<file path="src/page_bitmap_blit_with_clipping_core_assert.svh">
// ----------------------------------------------------------------------------
// Assertion macros for the page bitmap blit core
// Concurrent checks, clocked on clk and held off during rst.
// ----------------------------------------------------------------------------
`ifndef PAGE_BITMAP_BLIT_WITH_CLIPPING_CORE_ASSERT_SVH
`define PAGE_BITMAP_BLIT_WITH_CLIPPING_CORE_ASSERT_SVH
`ifndef SYNTHESIS
// antecedent implies consequent in the same cycle
`define PBB_ASSERT_SAME(label, ante, cons, msg) \
  label: assert property (@(posedge clk) disable iff (rst) (ante) |-> (cons)) \
    else $error(msg);
// antecedent implies consequent in the next cycle
`define PBB_ASSERT_NEXT(label, ante, cons, msg) \
  label: assert property (@(posedge clk) disable iff (rst) (ante) |=> (cons)) \
    else $error(msg);
`else
`define PBB_ASSERT_SAME(label, ante, cons, msg)
`define PBB_ASSERT_NEXT(label, ante, cons, msg)
`endif
`endif

</file>
<file path="src/pbb_pkg.sv">
// ----------------------------------------------------------------------------
// pbb_pkg
// Shared types and constants of the page bitmap blit core.
// ----------------------------------------------------------------------------
package pbb_pkg;

  localparam int DEF_DISPLAY_COLUMNS = 128;
  localparam int DEF_DISPLAY_PAGES   = 8;

  localparam int BYTE_W  = 8;
  localparam int ADDR_W  = 10;
  localparam int MODE_W  = 2;
  localparam int INDEX_W = 2;
  localparam int SUM_W   = 9;
  localparam int PROD_W  = 18;

  localparam logic [MODE_W-1:0] MODE_FILL   = 2'd0;
  localparam logic [MODE_W-1:0] MODE_BITMAP = 2'd1;
  localparam logic [MODE_W-1:0] MODE_READ   = 2'd2;

  localparam logic [INDEX_W-1:0] REG_DEST_COLUMN  = 2'd0;
  localparam logic [INDEX_W-1:0] REG_DEST_PAGE    = 2'd1;
  localparam logic [INDEX_W-1:0] REG_BITMAP_WIDTH = 2'd2;
  localparam logic [INDEX_W-1:0] REG_BITMAP_PAGES = 2'd3;

  typedef struct packed {
    logic [BYTE_W-1:0] dest_column;
    logic [BYTE_W-1:0] dest_page;
    logic [BYTE_W-1:0] bitmap_width;
    logic [BYTE_W-1:0] bitmap_pages;
  } cfg_t;

  typedef struct packed {
    logic              placed;
    logic [ADDR_W-1:0] write_address;
  } place_t;

endpackage

</file>
<file path="src/pbb_place.sv">
// ----------------------------------------------------------------------------
// pbb_place
// Source position tracking, clipping and destination address of bitmap items.
// ----------------------------------------------------------------------------
module pbb_place import pbb_pkg::*; #(
  parameter int COLS  = DEF_DISPLAY_COLUMNS,
  parameter int PAGES = DEF_DISPLAY_PAGES,
  parameter int AW    = 10
) (
  input  logic          clk,
  input  logic          rst,
  input  cfg_t          cfg,
  input  logic          advance,
  input  logic          first_byte,
  output place_t        result,
  output logic [AW-1:0] addr
);

  logic [BYTE_W-1:0] src_col;
  logic [BYTE_W-1:0] src_page;
  logic [BYTE_W-1:0] col_eff;
  logic [BYTE_W-1:0] page_eff;
  logic              active;
  logic              origin_ok;
  logic [SUM_W-1:0]  col_sum;
  logic [SUM_W-1:0]  page_sum;
  logic [SUM_W-1:0]  col_inc;
  logic              wrap;
  logic              placed;
  logic [PROD_W-1:0] addr_wide;

  always_comb begin
    col_eff   = first_byte ? '0 : src_col;
    page_eff  = first_byte ? '0 : src_page;
    active    = (cfg.bitmap_width != '0) && (page_eff < cfg.bitmap_pages);
    origin_ok = ({1'b0, cfg.dest_column} < SUM_W'(COLS)) &&
                ({1'b0, cfg.dest_page} < SUM_W'(PAGES));
    col_sum   = {1'b0, cfg.dest_column} + {1'b0, col_eff};
    page_sum  = {1'b0, cfg.dest_page} + {1'b0, page_eff};
    placed    = active && origin_ok && (col_sum < SUM_W'(COLS)) &&
                (page_sum < SUM_W'(PAGES));
    addr_wide = PROD_W'(page_sum) * PROD_W'(COLS) + PROD_W'(col_sum);
    col_inc   = {1'b0, col_eff} + SUM_W'(1);
    wrap      = col_inc >= {1'b0, cfg.bitmap_width};
  end

  assign addr                 = addr_wide[AW-1:0];
  assign result.placed        = placed;
  assign result.write_address = placed ? addr_wide[ADDR_W-1:0] : '0;

  always_ff @(posedge clk) begin
    if (rst) begin
      src_col  <= '0;
      src_page <= '0;
    end else if (advance) begin
      if (active) begin
        if (wrap) begin
          src_col  <= '0;
          src_page <= page_eff + BYTE_W'(1);
        end else begin
          src_col  <= col_inc[BYTE_W-1:0];
          src_page <= page_eff;
        end
      end else if (first_byte) begin
        src_col  <= '0;
        src_page <= '0;
      end
    end
  end

endmodule

</file>
<file path="config.mk">
export PLATFORM = sky130hd
export DESIGN_NAME = pbb_place
export DESIGN_NICKNAME = d
export VERILOG_FILES = /design/src/page_bitmap_blit_with_clipping_core_assert.svh /design/src/pbb_pkg.sv /design/src/pbb_place.sv
export SDC_FILE = /design/constraint.sdc
export NUM_CORES = 1
export LEC_CHECK = 0
export BUFFER_PORTS_ARGS = -buffer_cell sky130_fd_sc_hd__buf_2
export CAP_MARGIN = 20
export CORE_MARGIN = 1.5
export CORE_UTILIZATION = 52
export CTS_CLUSTER_SIZE = 30
export DETAILED_ROUTE_END_ITERATION = 7
export PLACE_DENSITY = 0.86
export RECOVER_POWER = 25
export SYNTH_ARGS = -nofsm -noshare
export SYNTH_HDL_FRONTEND = slang
export SYNTH_SLANG_ARGS = --single-unit
</file>
<file path="constraint.sdc">
create_clock -name clk -period 6 [get_ports clk]
set_clock_uncertainty 0.05 [all_clocks]
set_input_delay 0.9 -clock clk [delete_from_list [all_inputs] [get_ports clk]]
set_output_delay 0.9 -clock clk [all_outputs]
set_load 0.005 [all_outputs]
</file>
* Yosys cells after proc, flatten, opt, wreduce, memory -nomap -nowiden
Cells that the tools add are included.
Widths: inputs -> output; s select.
** Word-level totals
- Register bits after elaboration :: 16
- Bits of input ports :: 36
- Output and inout port bits :: 21
** Cells by class
- Add/sub/neg operators :: 5
- $lt $le $gt $ge :: 6
- Multiplexer cells :: 7
- Reduce and logical (&&, ||, !) cells :: 6
** Operators by type and width (count)
- $mux 8 :: 6
- $add 8x8->9 :: 2
- $add 10x9->10 :: 1
- $mux 10 :: 1
- $add 8x1->9 const B :: 1
- $ge 9x8->1 :: 1
- $lt 9x4->1 const B :: 1
- $lt 9x8->1 const B :: 1
- $add 8x1->8 const B :: 1
- $lt 8x4->1 const B :: 1
- $lt 8x8->1 :: 1
- $lt 8x8->1 const B :: 1
- $reduce_bool 8->1 :: 1
- $logic_and 1x1->1 :: 5

* Depth between registers and ports, before layout
- Depth in word-level cells :: 7
- Gate-level depth with buffers :: 16

* Least setup slack after synthesis
OpenSTA, ideal clock, no wires.
- Kind :: in2out
- Start point :: in first_byte
- End point :: out result[10] (netlist name)
- Arrival time :: 3.833 ns
- Required time :: 5.050 ns
- Path slack :: 1.217 ns
- Cell stages on the path :: 13
- Path buffers :: 4
- Cells stage by stage :: clkbuf_1 clkbuf_1 nor2b_1 ha_1 a21oi_1 a21bo_1 or4_1 o21a_1 a2111oi_2 o2111ai_1 buf_6 nor2_1 buf_4
** Between the ends
- Cells in the longest elaborated chain, start to end :: 6
** RTL lines
- start, declared :: line pbb_place.sv:14 : input logic first_byte,
- branches (longest 5 deep; another with $add 8x8->9)
- $logic_and 1x1->1 * :: line pbb_place.sv:40 : placed = active && origin_ok && (col_sum < SUM_W'(COLS)) &&
- end, declared :: line pbb_place.sv:15 : output place_t result,
Every way passes the cells marked *.

==> out/results.txt <==
Status = finished clean
Slew @ Worst Pin = 1.04 ns
Pre-CTS WS = 0.817 ns
DIE HEIGHT = 69.6 µm
Antenna violations before repair = 0
FF+latch count, synth = 16
Later-pin clock latency in the skew report = 0.25 ns
Final Critical Period = 5.27 ns
Endpoints failing setup = 0
First DRT Iteration DRCs = 129
Cells after synthesis = 308
Cell Area, Synth = 2300 µm²
Final Hold Viols = 0
Dpl hpwl = 4.74 mm
Setup bufs post-CTS = 0
Buf/Inv on CP = 3
Dominant cells by area after synthesis = ha_1, dfxtp_1, xnor2_1
Worst hold path endpoint = src_page[6]
CTS resizes = 0
DR pass1 iterations = 4
CP dominant cell by count = buf_2
GRT overflow = 0
Fin worst setup slack = 0.726 ns
Initial core utilization = 53.7%
FMAX = 0.190 GHz
Netlist cell types = 57
# diodes = 0
Post-DRT Antenna Nets = 0
Slew Limit Fails = 0
Area fraction of the dominant cell type after synthesis = 15.7%
Ys flop type = dfxtp_1
LEAKAGE = 1.25 nW
Worst hold path type = flip-flop to flip-flop
CP top delay family = compound AO/OA/AOI/OAI gates
CP max FO = 25
Unrepaired setup endpoints after global routing = false
Worst hold start = src_page[6]
Synth warn = 0
Clock Path Buffers = 2
Largest net degree at the start of global routing = 26
Number of global-route vias before repair = 2321
CP Class = input port to output pin
First-pass GRT wire length = 10.3 mm
H-tree depth = 1
Critical path, cell by cell = buf_2, nor2b_1, ha_1, a21oi_1, a21bo_1, or4_1, o21a_1, a2111oi_2, o2111ai_1, buf_4, nor3b_1, buf_2
DR WL/cell = 14.7 µm
Synth area leader = ha_1
Core ar. = 4290 µm²
Reg2Reg Setup Slack = 2.07 ns
Fillcell total = 386
I/O pin cnt = 57
Vias = 2420
Reg2Reg Depth = 13
Die Wd = 69.6 µm
Layout cell share with drive strength beyond 1 = 21.0%
Arr. time, crit path = 4.32 ns
Top-count cell post-synth = ha_1
Cells after DPL = 402
Max capacitance violation total = 0
Fraction of registers with async set/reset = 0%
Syn Area/Cell = 7.48 µm²
Syn_nets = 374
Avg Vias per Cell = 5.98
Port bufs = 56
Total track usage = 25.4%
FF-to-FF Start = src_col[0]
Setup tns final = 0 ns
EDFF count, synth = 0
CTS buffer count = 3
Critical path capture point type = output pin
Slew HR = 29.7%
Die area = 4840 µm²
Sequential area share after synthesis = 13.9%
Fin nets = 421
Period utilisation layout = 87.9%
Clock Sinks = 16
CTS tree = done
Post-CTS Hold Fix Bufs = 0
Hold path depth = 2
Required time worst endpoint = 5.05 ns
Placer Congestion = 0.936
Levels on crit path = 12
RR Endpoint = src_col[2]
Critical-path top delay cell = or4_1
Final non-filler cell total = 405
Final WL = 5.95 mm
# rows = 24
Post-synth top cells = ha_1, nor2_1, inv_1
CTS root buf = clkbuf_8
Peak VDD IR = 0.0000764 V
Clock slew at reported path FFs = 0.06 ns
Synth-to-Final Area Change = 14.2%
Critical path startpoint category = input port
Critical path's largest stage delay = 0.51 ns
Power density over the cells = 115 nW/µm²
Drt drc = 0
per-stage QoR:
step / hold WS (ns) / power (W) / utilization (%) / cell area [µm²]
floorplan: 0.394 / 0.000184 / - / 2300
global placement: 0.404 / 0.000219 / 60.2 / 2590
detailed placement: 0.414 / 0.000222 / 60.4 / 2590
CTS: 0.421 / 0.000305 / 61.4 / 2640
global route: 0.438 / 0.000325 / 61.3 / 2630
finish: 0.420 / 0.000303 / 61.3 / 2630
how the worst max path moves through the flow:
stage                     from         end  slack (ns)
global placement    first_byte   result[6]        0.81
detailed placement  first_byte   result[6]        0.82
global route        first_byte   result[6]        0.51
floorplan           first_byte  result[10]        1.22
finish              first_byte   result[6]        0.73
CTS                 first_byte   result[6]        0.78
worst reg2reg max path, cell delays in order, from the launching register on:
cell,delay [ns]
dfxtp_1,0.38
inv_1,0.07
nor2_1,0.25
ha_1,0.27
and4_1,0.22
nand2_1,0.07
xnor2_1,0.17
ha_1,0.32
o21a_1,0.11
o21ai_0,0.09
o311ai_0,0.91
nor2_1,0.36
a221oi_1,0.43
nor3_1,0.09
power breakdown:
group / internal, W / total [W] / switching [W]
registers: 0.000110 / 0.000113 / 0.00000362
clock network: 0.0000446 / 0.0000827 / 0.0000381
logic: 0.0000483 / 0.000107 / 0.0000591
total: 0.000203 / 0.000303 / 0.000101
flip-flops by register name (all words and copies together), names as in the netlist:
| signal | cells |
|---|---|
| src_page | 8 |
| src_col | 8 |
area by class of cell:
class / count / area (µm²) / area share, %
timing repair buffer: 58 / 292 / 11.1
sequential: 16 / 320 / 12.2
clock buffer: 3 / 41.3 / 1.57
multi-input combinational: 250 / 1820 / 69.0
inverter: 26 / 97.6 / 3.71
tap: 52 / 65.1 / 2.47
placed cells by master (no fill, tap or decap), types with 2 or more instances in the layout:
cell type	instances
o21ai_0	10
a31oi_1	3
buf_4	2
mux2_2	2
dfxtp_1	16
a211oi_1	7
nor2b_1	12
xnor2_1	15
a21o_1	8
nor2_1	26
or3b_1	2
xor2_1	4
clkbuf_2	2
a221oi_1	3
inv_1	25
nor3_1	6
ha_1	29
nand4_1	3
a211o_1	2
o21bai_1	2
nor3b_2	8
nand3_1	14
a21oi_1	24
clkbuf_1	3
nand2_1	20
and2_1	3
nand3b_1	2
o311ai_0	3
or4_1	2
and4_1	2
o21a_1	4
nor3b_1	2
buf_2	51
a211oi_2	2
and3_1	3
clkbuf_8	3
maj3_1	2
nand2b_1	4
a221o_1	2
nor4_1	4
cell families (layout without fill, tap and decap cells):
logic type,after synthesis,in the layout,share of synthesized area [%]
and+or+nand+nor,115,115,28.3
DFF,16,16,13.9
buffers and inverters,42,87,7.55
AOI/OAI and AO/OA,82,82,24.5
muxes,2,2,0.977
xor gates and xnor gates,19,19,7.22
adders and majority gates,32,32,17.5
routing by layer:
layer | GRT usage [%] | wire length [µm] | up-vias
li1 | - | - | 1209
met3 | 3.34 | 316 | 13
met2 | 44.7 | 2930 | 91
met4 | 8.93 | 127 | 0
met1 | 31.8 | 2580 | 1107
met5 | 0 | 0 | -
(Power assumes the default switching activity.)
